**config.mk**
```make
export PLATFORM = sky130hd
export DESIGN_NAME = ir_pulse_frame_decoder_unit
export DESIGN_NICKNAME = d
export VERILOG_FILES = /design/src/rtl/ipfd_pkg.sv /design/src/rtl/ir_pulse_frame_decoder_unit.sv /design/src/rtl/ipfd_regs.sv /design/src/rtl/ipfd_classify.sv /design/src/rtl/ipfd_frame.sv
export VERILOG_INCLUDE_DIRS = /design/src /design/src/rtl
export SDC_FILE = /design/constraint.sdc
export NUM_CORES = 1
export LEC_CHECK = 0
export ABC_AREA = 1
export BUFFER_PORTS_ARGS = -buffer_cell sky130_fd_sc_hd__buf_4
export CAP_MARGIN = 20
export CORE_MARGIN = 2
export CORE_UTILIZATION = 57
export CTS_BUF_LIST = sky130_fd_sc_hd__clkbuf_16
export CTS_CLUSTER_SIZE = 14
export DETAILED_ROUTE_END_ITERATION = 12
export HOLD_SLACK_MARGIN = 0.05
export PLACE_DENSITY = 0.76
export SYNTH_ARGS = -nofsm -noshare
export SYNTH_HDL_FRONTEND = slang
export SYNTH_SLANG_ARGS = --single-unit
```
**constraint.sdc**
```tcl
create_clock -name i_clk -period 5.3 [get_ports i_clk]
set_input_delay 0.53 -clock i_clk [delete_from_list [all_inputs] [get_ports i_clk]]
set_output_delay 0.53 -clock i_clk [all_outputs]
set_load 0.005 [all_outputs]
```
**src/rtl/ir_pulse_frame_decoder_unit_assert.svh**
```systemverilog
// Assertion macros for the pulse frame decoder modules, used by ipfd_frame.
`ifndef IR_PULSE_FRAME_DECODER_UNIT_ASSERT_SVH
`define IR_PULSE_FRAME_DECODER_UNIT_ASSERT_SVH

// Check a condition in the same cycle as its trigger.
`define IPFD_ASSERT_NOW(lbl, ante, cons, msg) \
    lbl: assert property (@(posedge i_clk) disable iff (!i_rst_n) (ante) |-> (cons)) \
        else $error(msg);

// Check a condition in the cycle after its trigger.
`define IPFD_ASSERT_NEXT(lbl, ante, cons, msg) \
    lbl: assert property (@(posedge i_clk) disable iff (!i_rst_n) (ante) |=> (cons)) \
        else $error(msg);

`endif

```
**src/rtl/ipfd_pkg.sv**
```systemverilog
// Types and constants shared by the pulse frame decoder modules.
package ipfd_pkg;

    localparam int CFG_DUR_W = 15;
    localparam int STATUS_W  = 3;
    localparam int REG_IDX_W = 3;
    localparam int APB_ADDR_W = 5;
    localparam int APB_DATA_W = 32;

    typedef enum logic [STATUS_W-1:0] {
        ST_OK     = 3'd0,
        ST_SHORT  = 3'd1,
        ST_HEADER = 3'd2,
        ST_BIT    = 3'd3,
        ST_END    = 3'd4
    } t_status;

    typedef enum logic [REG_IDX_W-1:0] {
        REG_ACTIVE_LEVEL = 3'd0,
        REG_MARGIN       = 3'd1,
        REG_HEADER_MARK  = 3'd2,
        REG_HEADER_SPACE = 3'd3,
        REG_BIT_MARK     = 3'd4,
        REG_ONE_SPACE    = 3'd5,
        REG_ZERO_SPACE   = 3'd6,
        REG_END_MARK     = 3'd7
    } t_reg_idx;

    localparam logic                 RST_ACTIVE_LEVEL = 1'b1;
    localparam logic [CFG_DUR_W-1:0] RST_MARGIN       = 15'd60;
    localparam logic [CFG_DUR_W-1:0] RST_HEADER_MARK  = 15'd8500;
    localparam logic [CFG_DUR_W-1:0] RST_HEADER_SPACE = 15'd4250;
    localparam logic [CFG_DUR_W-1:0] RST_BIT_MARK     = 15'd560;
    localparam logic [CFG_DUR_W-1:0] RST_ONE_SPACE    = 15'd1600;
    localparam logic [CFG_DUR_W-1:0] RST_ZERO_SPACE   = 15'd560;
    localparam logic [CFG_DUR_W-1:0] RST_END_MARK     = 15'd800;

    typedef struct packed {
        logic                 active_level;
        logic [CFG_DUR_W-1:0] margin;
        logic [CFG_DUR_W-1:0] header_mark;
        logic [CFG_DUR_W-1:0] header_space;
        logic [CFG_DUR_W-1:0] bit_mark;
        logic [CFG_DUR_W-1:0] one_space;
        logic [CFG_DUR_W-1:0] zero_space;
        logic [CFG_DUR_W-1:0] end_mark;
    } t_cfg;

    // Which pulse pair shapes the current word fits.
    typedef struct packed {
        logic header_ok;
        logic one_ok;
        logic zero_ok;
        logic end_ok;
    } t_match;

endpackage

```
**src/rtl/ir_pulse_frame_decoder_unit.sv**
```systemverilog
// Top level of the infrared pulse frame decoder.
//
//  channel  | direction | handshake               | payload
//  ---------+-----------+-------------------------+----------------------------------------
//  in       | in        | i_in_valid / o_in_stall | levels, durations, frame end of a pair
//  out      | out       | o_out_valid / i_out_stall | status, code of a finished frame
//  config   | in        | APB psel/penable/pwrite | eight registers at 4-byte spacing
//
// One pulse pair word per cycle while o_in_stall is low; a pair is registered, then
// classified, folded into the frame state and, at a frame end, into the result register.
// Synchronous reset clears the frame state and both valid flags and loads the config registers with their reset values.
// A stall on the output holds the result register and then the input register.

module ir_pulse_frame_decoder_unit #(
    parameter int DATA_BITS      = 28,
    parameter int DURATION_WIDTH = 15
) (
    input  logic                                i_clk,
    input  logic                                i_rst_n,
    input  logic                                i_in_valid,
    output logic                                o_in_stall,
    input  logic                                i_first_level,
    input  logic [DURATION_WIDTH-1:0]           i_first_duration,
    input  logic                                i_second_level,
    input  logic [DURATION_WIDTH-1:0]           i_second_duration,
    input  logic                                i_frame_end,
    output logic                                o_out_valid,
    input  logic                                i_out_stall,
    output logic [ipfd_pkg::STATUS_W-1:0]       o_status,
    output logic [DATA_BITS-1:0]                o_code,
    input  logic                                psel,
    input  logic                                penable,
    input  logic                                pwrite,
    input  logic [ipfd_pkg::APB_ADDR_W-1:0]     paddr,
    input  logic [ipfd_pkg::APB_DATA_W-1:0]     pwdata,
    output logic [ipfd_pkg::APB_DATA_W-1:0]     prdata,
    output logic                                pready
);

    ipfd_pkg::t_cfg            cfg;
    ipfd_pkg::t_match          match;
    logic                      r_p_valid;
    logic                      r_first_level;
    logic [DURATION_WIDTH-1:0] r_first_duration;
    logic                      r_second_level;
    logic [DURATION_WIDTH-1:0] r_second_duration;
    logic                      r_frame_end;
    logic                      out_blocked;
    logic                      advance;

    ipfd_regs u_regs (
        .i_clk   (i_clk),
        .i_rst_n (i_rst_n),
        .psel    (psel),
        .penable (penable),
        .pwrite  (pwrite),
        .paddr   (paddr),
        .pwdata  (pwdata),
        .prdata  (prdata),
        .pready  (pready),
        .o_cfg   (cfg)
    );

    // Hold the pair word while the result register cannot take a new value.
    assign out_blocked = o_out_valid && i_out_stall;
    assign advance     = r_p_valid && !out_blocked;
    assign o_in_stall  = r_p_valid && out_blocked;

    always_ff @(posedge i_clk) begin
        if (!i_rst_n) begin
            r_p_valid <= 1'b0;
        end else if (!o_in_stall) begin
            r_p_valid <= i_in_valid;
        end
    end

    always_ff @(posedge i_clk) begin
        if (!o_in_stall && i_in_valid) begin
            r_first_level     <= i_first_level;
            r_first_duration  <= i_first_duration;
            r_second_level    <= i_second_level;
            r_second_duration <= i_second_duration;
            r_frame_end       <= i_frame_end;
        end
    end

    ipfd_classify #(
        .DURATION_WIDTH (DURATION_WIDTH)
    ) u_classify (
        .i_cfg             (cfg),
        .i_first_level     (r_first_level),
        .i_first_duration  (r_first_duration),
        .i_second_level    (r_second_level),
        .i_second_duration (r_second_duration),
        .o_match           (match)
    );

    ipfd_frame #(
        .DATA_BITS (DATA_BITS)
    ) u_frame (
        .i_clk       (i_clk),
        .i_rst_n     (i_rst_n),
        .i_advance   (advance),
        .i_frame_end (r_frame_end),
        .i_match     (match),
        .i_out_stall (i_out_stall),
        .o_out_valid (o_out_valid),
        .o_status    (o_status),
        .o_code      (o_code)
    );

endmodule

```
**src/rtl/ipfd_regs.sv**
```systemverilog
// APB configuration registers of the pulse frame decoder.
module ipfd_regs (
    input  logic                                i_clk,
    input  logic                                i_rst_n,
    input  logic                                psel,
    input  logic                                penable,
    input  logic                                pwrite,
    input  logic [ipfd_pkg::APB_ADDR_W-1:0]     paddr,
    input  logic [ipfd_pkg::APB_DATA_W-1:0]     pwdata,
    output logic [ipfd_pkg::APB_DATA_W-1:0]     prdata,
    output logic                                pready,
    output ipfd_pkg::t_cfg                      o_cfg
);

    ipfd_pkg::t_cfg                      r_cfg;
    ipfd_pkg::t_cfg                      n_cfg;
    ipfd_pkg::t_reg_idx                  reg_idx;
    logic [ipfd_pkg::CFG_DUR_W-1:0]      wr_dur;
    logic                                wr_en;

    assign pready  = 1'b1;
    assign reg_idx = ipfd_pkg::t_reg_idx'(paddr[ipfd_pkg::APB_ADDR_W-1:2]);
    assign wr_dur  = pwdata[ipfd_pkg::CFG_DUR_W-1:0];
    assign wr_en   = psel && penable && pwrite;

    always_comb begin
        n_cfg = r_cfg;
        if (wr_en) begin
            unique case (reg_idx)
                ipfd_pkg::REG_ACTIVE_LEVEL: n_cfg.active_level = pwdata[0];
                ipfd_pkg::REG_MARGIN:       n_cfg.margin       = wr_dur;
                ipfd_pkg::REG_HEADER_MARK:  n_cfg.header_mark  = wr_dur;
                ipfd_pkg::REG_HEADER_SPACE: n_cfg.header_space = wr_dur;
                ipfd_pkg::REG_BIT_MARK:     n_cfg.bit_mark     = wr_dur;
                ipfd_pkg::REG_ONE_SPACE:    n_cfg.one_space    = wr_dur;
                ipfd_pkg::REG_ZERO_SPACE:   n_cfg.zero_space   = wr_dur;
                ipfd_pkg::REG_END_MARK:     n_cfg.end_mark     = wr_dur;
                default:                    n_cfg = r_cfg;
            endcase
        end
    end

    always_comb begin
        unique case (reg_idx)
            ipfd_pkg::REG_ACTIVE_LEVEL:
                prdata = ipfd_pkg::APB_DATA_W'(r_cfg.active_level);
            ipfd_pkg::REG_MARGIN:       prdata = ipfd_pkg::APB_DATA_W'(r_cfg.margin);
            ipfd_pkg::REG_HEADER_MARK:  prdata = ipfd_pkg::APB_DATA_W'(r_cfg.header_mark);
            ipfd_pkg::REG_HEADER_SPACE: prdata = ipfd_pkg::APB_DATA_W'(r_cfg.header_space);
            ipfd_pkg::REG_BIT_MARK:     prdata = ipfd_pkg::APB_DATA_W'(r_cfg.bit_mark);
            ipfd_pkg::REG_ONE_SPACE:    prdata = ipfd_pkg::APB_DATA_W'(r_cfg.one_space);
            ipfd_pkg::REG_ZERO_SPACE:   prdata = ipfd_pkg::APB_DATA_W'(r_cfg.zero_space);
            ipfd_pkg::REG_END_MARK:     prdata = ipfd_pkg::APB_DATA_W'(r_cfg.end_mark);
            default:                    prdata = '0;
        endcase
    end

    always_ff @(posedge i_clk) begin
        if (!i_rst_n) begin
            r_cfg.active_level <= ipfd_pkg::RST_ACTIVE_LEVEL;
            r_cfg.margin       <= ipfd_pkg::RST_MARGIN;
            r_cfg.header_mark  <= ipfd_pkg::RST_HEADER_MARK;
            r_cfg.header_space <= ipfd_pkg::RST_HEADER_SPACE;
            r_cfg.bit_mark     <= ipfd_pkg::RST_BIT_MARK;
            r_cfg.one_space    <= ipfd_pkg::RST_ONE_SPACE;
            r_cfg.zero_space   <= ipfd_pkg::RST_ZERO_SPACE;
            r_cfg.end_mark     <= ipfd_pkg::RST_END_MARK;
        end else begin
            r_cfg <= n_cfg;
        end
    end

    assign o_cfg = r_cfg;

endmodule

```
**src/rtl/ipfd_classify.sv**
```systemverilog
// Window compares of one pulse pair against every target shape.
module ipfd_classify #(
    parameter int DURATION_WIDTH = 15
) (
    input  ipfd_pkg::t_cfg              i_cfg,
    input  logic                        i_first_level,
    input  logic [DURATION_WIDTH-1:0]   i_first_duration,
    input  logic                        i_second_level,
    input  logic [DURATION_WIDTH-1:0]   i_second_duration,
    output ipfd_pkg::t_match            o_match
);

    logic [DURATION_WIDTH-1:0] margin;
    logic [DURATION_WIDTH-1:0] t_hdr_mark;
    logic [DURATION_WIDTH-1:0] t_hdr_space;
    logic [DURATION_WIDTH-1:0] t_bit_mark;
    logic [DURATION_WIDTH-1:0] t_one_space;
    logic [DURATION_WIDTH-1:0] t_zero_space;
    logic [DURATION_WIDTH-1:0] t_end_mark;
    logic                      levels_ok;
    logic                      bit_mark_ok;

    // True when t - m < d < t + m, done unsigned with one guard bit.
    function automatic logic near(input logic [DURATION_WIDTH-1:0] d,
                                  input logic [DURATION_WIDTH-1:0] t,
                                  input logic [DURATION_WIDTH-1:0] m);
        logic [DURATION_WIDTH:0] d_plus_m;
        logic [DURATION_WIDTH:0] t_plus_m;
        d_plus_m = {1'b0, d} + {1'b0, m};
        t_plus_m = {1'b0, t} + {1'b0, m};
        return (d_plus_m > {1'b0, t}) && ({1'b0, d} < t_plus_m);
    endfunction

    // Fit the register targets to the duration width.
    assign margin       = DURATION_WIDTH'(i_cfg.margin);
    assign t_hdr_mark   = DURATION_WIDTH'(i_cfg.header_mark);
    assign t_hdr_space  = DURATION_WIDTH'(i_cfg.header_space);
    assign t_bit_mark   = DURATION_WIDTH'(i_cfg.bit_mark);
    assign t_one_space  = DURATION_WIDTH'(i_cfg.one_space);
    assign t_zero_space = DURATION_WIDTH'(i_cfg.zero_space);
    assign t_end_mark   = DURATION_WIDTH'(i_cfg.end_mark);

    assign levels_ok   = (i_first_level == i_cfg.active_level)
                      && (i_second_level != i_cfg.active_level);
    assign bit_mark_ok = near(i_first_duration, t_bit_mark, margin);

    assign o_match.header_ok = levels_ok
        && near(i_first_duration, t_hdr_mark, margin)
        && near(i_second_duration, t_hdr_space, margin);
    assign o_match.one_ok  = levels_ok && bit_mark_ok
        && near(i_second_duration, t_one_space, margin);
    assign o_match.zero_ok = levels_ok && bit_mark_ok
        && near(i_second_duration, t_zero_space, margin);
    assign o_match.end_ok  = levels_ok
        && near(i_first_duration, t_end_mark, margin)
        && near(i_second_duration, '0, margin);

endmodule

```
**src/rtl/ipfd_frame.sv**
```systemverilog
// Frame position tracking, bit shifter, error capture and result register.
`include "ir_pulse_frame_decoder_unit_assert.svh"

module ipfd_frame #(
    parameter int DATA_BITS = 28
) (
    input  logic                            i_clk,
    input  logic                            i_rst_n,
    input  logic                            i_advance,
    input  logic                            i_frame_end,
    input  ipfd_pkg::t_match                i_match,
    input  logic                            i_out_stall,
    output logic                            o_out_valid,
    output logic [ipfd_pkg::STATUS_W-1:0]   o_status,
    output logic [DATA_BITS-1:0]            o_code
);

    localparam int IDX_W = $clog2(DATA_BITS + 3);
    localparam logic [IDX_W-1:0] LAST_BIT    = IDX_W'(DATA_BITS);
    localparam logic [IDX_W-1:0] END_PAIR    = IDX_W'(DATA_BITS + 1);
    localparam logic [IDX_W-1:0] FRAME_PAIRS = IDX_W'(DATA_BITS + 2);

    logic [IDX_W-1:0]       r_pair_index;
    logic [IDX_W-1:0]       n_pair_index;
    logic [DATA_BITS-1:0]   r_shift;
    logic [DATA_BITS-1:0]   n_shift;
    ipfd_pkg::t_status      r_first_error;
    ipfd_pkg::t_status      n_first_error;
    ipfd_pkg::t_status      pair_err;
    ipfd_pkg::t_status      frame_status;
    logic                   r_out_valid;
    ipfd_pkg::t_status      r_status;
    logic [DATA_BITS-1:0]   r_code;

    always_comb begin
        pair_err = ipfd_pkg::ST_OK;
        n_shift  = r_shift;
        if (r_pair_index == '0) begin
            if (!i_match.header_ok) begin
                pair_err = ipfd_pkg::ST_HEADER;
            end
        end else if (r_pair_index <= LAST_BIT) begin
            // A pair fitting both bit shapes decodes as one.
            n_shift = (r_shift << 1) | DATA_BITS'(i_match.one_ok);
            if (!i_match.one_ok && !i_match.zero_ok) begin
                pair_err = ipfd_pkg::ST_BIT;
            end
        end else if (r_pair_index == END_PAIR) begin
            if (!i_match.end_ok) begin
                pair_err = ipfd_pkg::ST_END;
            end
        end

        n_first_error = (r_first_error == ipfd_pkg::ST_OK) ? pair_err : r_first_error;
        // Saturate once the end mark has passed.
        n_pair_index  = (r_pair_index < FRAME_PAIRS) ? r_pair_index + 1'b1 : r_pair_index;

        // Too short wins over any earlier error.
        frame_status = (n_pair_index < FRAME_PAIRS) ? ipfd_pkg::ST_SHORT : n_first_error;
    end

    always_ff @(posedge i_clk) begin
        if (!i_rst_n) begin
            r_pair_index  <= '0;
            r_shift       <= '0;
            r_first_error <= ipfd_pkg::ST_OK;
            r_out_valid   <= 1'b0;
        end else begin
            if (i_advance) begin
                if (i_frame_end) begin
                    r_pair_index  <= '0;
                    r_shift       <= '0;
                    r_first_error <= ipfd_pkg::ST_OK;
                end else begin
                    r_pair_index  <= n_pair_index;
                    r_shift       <= n_shift;
                    r_first_error <= n_first_error;
                end
                r_out_valid <= i_frame_end;
            end else if (!i_out_stall) begin
                r_out_valid <= 1'b0;
            end
        end
    end

    always_ff @(posedge i_clk) begin
        if (i_advance && i_frame_end) begin
            r_status <= frame_status;
            r_code   <= (frame_status == ipfd_pkg::ST_OK) ? n_shift : '0;
        end
    end

    assign o_out_valid = r_out_valid;
    assign o_status    = r_status;
    assign o_code      = r_code;

    `IPFD_ASSERT_NEXT(a_frame_clears, i_advance && i_frame_end, r_pair_index == '0 && r_first_error == ipfd_pkg::ST_OK, "frame state not cleared after frame end")
    `IPFD_ASSERT_NOW(a_index_bound, 1'b1, r_pair_index <= FRAME_PAIRS, "pair index beyond frame length")
    `IPFD_ASSERT_NOW(a_code_only_ok, r_out_valid && r_status != ipfd_pkg::ST_OK, r_code == '0, "code nonzero on a failed frame")
    `IPFD_ASSERT_NOW(a_no_overwrite, r_out_valid && i_out_stall, !i_advance, "pending result overwritten")

endmodule
```
After elaboration in Yosys (flattened, before gate mapping)
Index checks and enable logic that the tools add are counted.
- register bits: 208
- bits of input ports: 77
- output and inout port bits: 66
- word-level logic and storage cells: 114
- $add $sub $neg: 9
- $lt $le $gt $ge: 17
- eq/ne operators: 11
- mux-type cells: 17
- bitwise gates (word level): 1
- reductions and logical operators: 39
- operators by type and width (cell ; number):
    $pmux 32 s8 ; 1
    $add 15x15->16 ; 8
    $gt 16x15->1 ; 6
    $lt 15x16->1 ; 6
    $mux 28 ; 3
    $or 28x1->28 ; 1
    $logic_and 1x1->1 ; 23
    $mux 3 ; 7
    $gt 16x1->1 const B ; 1
    $reduce_and 2->1 ; 8
    $lt 15x15->1 ; 1
    $eq 3x3->1 const B ; 4
    $lt 5x5->1 const B ; 2
    $mux 5 ; 2
    $logic_not 3->1 ; 3
    $eq 3x2->1 const B ; 2
    $add 5x1->5 const B ; 1
    $eq 5x5->1 const B ; 1
    $le 5x5->1 const B ; 1
    $logic_not 5->1 ; 1
    $logic_not 1->1 ; 4
    $mux 2 ; 2
    $eq 3x1->1 const B ; 1
    $mux 1 ; 2
    3 further kinds ; 3

Logic depth before layout (Yosys ltp)
- word-level depth: 13
- mapped depth: 32
- mapped depth without buffers: 31

By module
From an unflattened synthesis, not the netlist that was laid out.
- cells, all modules: 2818
- area, all modules: 19705.1 um^2
- modules (own cells, without submodules) (module ; instances ; cells an instance ; area an instance (um^2) ; sequential area each (um^2)):
    ipfd_classify ; 1 ; 1675 ; 10427.5 ; 0.0
    ipfd_regs ; 1 ; 721 ; 4963.5 ; 2122.0
    ipfd_frame ; 1 ; 380 ; 3258.1 ; 1671.6
    ir_pulse_frame_decoder_unit ; 1 ; 42 ; 1056.0 ; 1011.0

Worst setup path after synthesis
No wires, ideal clock.
- kind: register to register
- start point: register u_regs.o_cfg[91] (netlist name)
- end point: register u_frame.r_code[10] (netlist: u_frame.o_code[10]), data pin
- setup time: 135 ps
- arrival time: 4164 ps
- required time: 5165 ps
- path slack: 1000 ps
- stages on the path, launching flop included: 31
- path buffers: 1
- period minus slack after synthesis: 4300 ps
- cell sequence: dfxtp_1 > inv_1 > fa_1 > inv_1 > a31oi_1 > o21ai_0 > nand2_1 > nand2_1 > a21o_1 > nand2_1 > inv_1 > nand2_1 > o21ai_0 > xnor2_1 > inv_1 > ha_1 > nand3_1 > nor3_1 > nand2_1 > nand2_1 > nand2_1 > nand2_1 > nand2_1 > nor2_2 > nand3_1 > nand3_2 > nand2_2 > a21oi_4 > nand3_4 > buf_6 > nor2_2
- word-level cells in the longest chain between the ends: 13
- elaborated cells on any way between the ends: 48
- classes of those cells: 8 x add/sub; 14 x order compare; 8 x mux; 18 x reduce/logical
- RTL lines (what ; RTL line ; text):
    $add 15x15->16, on equally long branches ; ipfd_classify.sv:29, ipfd_classify.sv:30 ;
    $gt 16x15->1 or $lt 15x16->1 (tied branches) ; ipfd_classify.sv:31 ; return (d_plus_m > {1'b0, t}) && ({1'b0, d} < t_plus_m);
    $logic_and 1x1->1 ; ipfd_classify.sv:31 ;
    $logic_and 1x1->1 ; ipfd_classify.sv:50, ipfd_classify.sv:52 ;
    $logic_and 1x1->1, on equally long branches ; ipfd_classify.sv:51, ipfd_classify.sv:53 ;
    $logic_not 1->1 ; ipfd_frame.sv:45 ; if (!i_match.one_ok && !i_match.zero_ok) begin
    $logic_and 1x1->1 ; ipfd_frame.sv:45 ;
    $mux 2 ; ipfd_frame.sv:45 ;
    $mux 3 ; ipfd_frame.sv:42 ; end else if (r_pair_index <= LAST_BIT) begin
    $mux 3 (*) ; ipfd_frame.sv:38 ; if (r_pair_index == '0) begin
    $mux 3 (*) ; ipfd_frame.sv:54 ; n_first_error = (r_first_error == ipfd_pkg::ST_OK) ? pair_err : r_first_error;
    $mux 3 (*) ; ipfd_frame.sv:59 ; frame_status = (n_pair_index < FRAME_PAIRS) ? ipfd_pkg::ST_SHORT : n_first_error;
    $logic_not 3->1 (*) ; ipfd_frame.sv:89 ; r_code <= (frame_status == ipfd_pkg::ST_OK) ? n_shift : '0;
    end signal, assigned ; ipfd_frame.sv:89 ;
    end, declared ; ipfd_frame.sv:33 ; logic [DATA_BITS-1:0] r_code;
Mark *: on every way between the ends. The rest lies on a longest branch, timed or not.
A chain may end at the register's enable or synchronous reset.

Worst setup path in the final report
- start point: register u_regs.o_cfg[90] (netlist name)
- end point: register u_frame.r_code[4] (netlist: u_frame.o_code[4]), data pin
- word-level cells in the longest chain between the ends: 13
- elaborated cells on any way between the ends: 48
- classes of those cells: 8 x add/sub; 14 x order compare; 8 x mux; 18 x reduce/logical
- RTL lines (what ; RTL line):
    $add 15x15->16, on equally long branches ; ipfd_classify.sv:29, ipfd_classify.sv:30
    $gt 16x15->1 or $lt 15x16->1 (tied branches) ; ipfd_classify.sv:31
    $logic_and 1x1->1 ; ipfd_classify.sv:31
    $logic_and 1x1->1 ; ipfd_classify.sv:50, ipfd_classify.sv:52
    $logic_and 1x1->1, on equally long branches ; ipfd_classify.sv:51, ipfd_classify.sv:53
    $logic_not 1->1 ; ipfd_frame.sv:45
    $logic_and 1x1->1 ; ipfd_frame.sv:45
    $mux 2 ; ipfd_frame.sv:45
    $mux 3 ; ipfd_frame.sv:42
    $mux 3 (*) ; ipfd_frame.sv:38
    $mux 3 (*) ; ipfd_frame.sv:54
    $mux 3 (*) ; ipfd_frame.sv:59
    $logic_not 3->1 (*) ; ipfd_frame.sv:89
Marks and branches as above.

==> flow_metrics.tcl <==
set metrics [dict create \
    synth.area.top_cells "ha_1 21%, dfxtp_1 16%, edfxtp_1 10%" \
    syn_avg_cell_area_um2 7.35 \
    num_antenna_cells 0 \
    hold_slack_ns 0.144 \
    clk_latency_ns 0.56 \
    cp_max_fo 14 \
    wirelength_um 55800 \
    cp.required_ns 5.71 \
    htreeDepth 1 \
    wl_per_cell_um 18.3 \
    grt_first_pass_wirelength_um 86400 \
    final_cells 3046 \
    ios 143 \
    cp-end-kind "register" \
    timing.rr.end "u_frame.o_code[4]$_SDFFCE_PP0P_" \
    hold_depth 1 \
    dpl_cell_area_mm2 0.0197 \
    start_util_pct 58.2 \
    grt_pass1_vias 16858 \
    synth_cells 2511 \
    clock_path_buffers 3 \
    synthDistinctLibCells 54 \
    cts_root_buffer "clkbuf_16" \
    worst_clock_skew_ns 0.0153 \
    viasPerCell 5.83 \
    worst_setup_path_start_kind "register" \
    drive_gt1_share_pct 9.27 \
    area_growth_pct 11.3 \
    dpl.cell_count 2998 \
    holdBufCountCts 0 \
    r2r_slack_ns 0.39 \
    place_hpwl_um 44300 \
    worst_pin_slew_ns 0.915 \
    cts_sinks 208 \
    overflow 0 \
    globalplace.congestion 0.997 \
    p_per_area_mw_per_mm2 208 \
    synth_edf_count 64 \
    ant_nets 0 \
    cpMaxStageDelayCell "dfxtp_1" \
    antenna_found_initial 0 \
    whs_endpoint "r_second_duration[6]$_DFFE_PP_" \
    die_h_um 184 \
    cts.clk_slew.worst_paths_ns 0.06 \
    total_power_mw 4.28 \
    final_hold_viol_count 0 \
    netlist_area_mm2 0.0185 \
    rows 65 \
    drc 0 \
    period_needed_ns 4.91 \
    maxSlewViolCount 0 \
    core_mm2 0.0317 \
    worstHoldPathType "in -> reg" \
    slew_headroom_pct 39.0 \
    crit_path_frequent_cell "nand2_1" \
    final_cell_mix "432 x nand2_1, 383 x inv_1, 312 x ha_1, 280 x a21oi_1, 183 x nor2_1" \
    fin_area_mm2 0.0206 \
    cpPeakStageDelay_ns 0.48 \
    ys.warnings.count 0 \
    worstHoldStart "i_second_duration[6]" \
    nets 3022 \
    cts_made_buffers 25 \
    grt_use_total_pct 32.6 \
    die_area_mm2 0.0338 \
    die_width_um 184 \
    worstSetupPathType "reg -> reg" \
    fmax_mhz 204 \
    tns_ns 0 \
    drv_cap 0 \
    arrival_ns 5.32 \
    synthFlopType "dfxtp_1" \
    ir_drop_v 0.000237 \
    r2r_cells 28 \
    fin_crit_sh_pct 92.7 \
    synthArstFlopShare_pct 0 \
    vias 17743 \
    cts_tree "yes" \
    grt_max_degree 97 \
    dr.pass1.iters 8 \
    synth-seq-cells 208 \
    synth_top_area_cell "ha_1" \
    final_common_cell "nand2_1" \
    setup_viol 0 \
    port_buffers 105 \
    drt_iter0_markers 1601 \
    p_leak_nw 9.83 \
    rsz0062_at_grt "false" \
    r2r-start "u_regs.o_cfg[90]$_SDFFE_PN0P_" \
    synth_top_area_share_pct 21.1 \
    yosysSeqAreaShare_pct 26.0 \
    status "finished clean" \
]
-- worst max path at each step --
stage	from	endpoint	slack, ns	cells after the start
finish	u_regs.o_cfg[90]$_SDFFE_PN0P_	u_frame.o_code[4]$_SDFFCE_PP0P_	0.39	28
global route	u_regs.o_cfg[90]$_SDFFE_PN0P_	u_frame.o_code[24]$_SDFFCE_PP0P_	0.02	30
CTS	u_regs.o_cfg[90]$_SDFFE_PN0P_	u_frame.o_code[1]$_SDFFCE_PP0P_	0.21	27
detailed placement	u_regs.o_cfg[90]$_SDFFE_PN0P_	u_frame.o_code[1]$_SDFFCE_PP0P_	0.26	27
global placement	u_regs.o_cfg[90]$_SDFFE_PN0P_	u_frame.o_code[7]$_SDFFCE_PP0P_	0.48	27
floorplan	u_regs.o_cfg[91]$_SDFFE_PN0P_	u_frame.o_code[10]$_SDFFCE_PP0P_	1.00	30
-- metal layers --
| layer | GRT usage [%] | wire [µm] | vias up |
|---|---|---|---|
| met5 | 0 | 0 | - |
| met4 | 12.0 | 2290 | 0 |
| met3 | 3.65 | 4340 | 141 |
| met2 | 56.0 | 26000 | 710 |
| met1 | 42.1 | 23200 | 8200 |
| li1 | - | - | 8692 |
-- synthesized netlist by cell type, types with 12 or more instances --
| cell type | count |
|---|---|
| nand2_1 | 433 |
| nor3_1 | 32 |
| edfxtp_1 | 64 |
| nor2_2 | 27 |
| xnor2_1 | 30 |
| inv_1 | 380 |
| ha_1 | 312 |
| clkbuf_1 | 40 |
| o211ai_1 | 17 |
| dfxtp_1 | 144 |
| nor2_1 | 185 |
| xor2_1 | 66 |
| a21oi_1 | 280 |
| a31oi_1 | 12 |
| o21ai_0 | 163 |
| nand4_1 | 18 |
| nand3_1 | 79 |
| o21bai_1 | 22 |
| buf_4 | 18 |
| o22ai_1 | 50 |
-- cell type report --
| class | instances | area (µm²) |
|---|---|---|
| clock inverters | 19 | 130 |
| flip-flops and latches | 208 | 4800 |
| inverters | 390 | 1460 |
| repair buffers | 134 | 1020 |
| multi-input cells | 1866 | 12000 |
| well taps | 402 | 503 |
| clock buffers | 27 | 676 |
| fillers | 2810 | 11200 |
-- flip-flops by register name, indices dropped and copies added (netlist names), 3 cells and up --
signal	count
u_frame.r_shift	28
u_frame.o_status	3
r_second_duration	15
u_frame.r_first_error	3
u_frame.r_pair_index	5
u_regs.o_cfg	106
r_first_duration	15
u_frame.o_code	28
-- kinds of logic (layout without fill, tap and decap cells) --
family,Yosys count,after routing,share of synthesized area [%]
flip-flops,208,208,26.0
AO/OA/AOI/OAI,619,619,19.0
XOR/XNOR,96,96,4.55
buffers and inverters,454,570,9.73
other,2,18,0.0407
AND/OR/NAND/NOR,812,813,18.7
adder cells (fa/ha/maj),320,320,22.0
-- metrics by stage --
stage / util [%] / worst slack [ns]
CTS: 64.6 / 0.205
floorplan: - / 1.00
finish: 64.8 / 0.388
global placement: 62.1 / 0.484
detailed placement: 62.1 / 0.255
global route: 64.8 / 0.0198
-- critical path: cells and delay by family, from the launching register on --
kind	cells	cell delay, ns
fa+ha+maj	3	0.90
buf+inv	2	0.10
simple gates	17	1.91
flops	1	0.48
xor+xnor	1	0.18
compound gates	5	1.18
-- power breakdown --
part	internal (mW)	switching, mW
combinational	0.316	0.527
sequential	1.68	0.0441
clock	0.972	0.740
-- what timing repair did --
action	in CTS	in global routing
buffers inserted	0	1
setup endpoints to repair	0	28
endpoints found under the hold margin	0	0
gates resized for setup	0	7
Note: power is estimated with default switching activity, not from simulation.
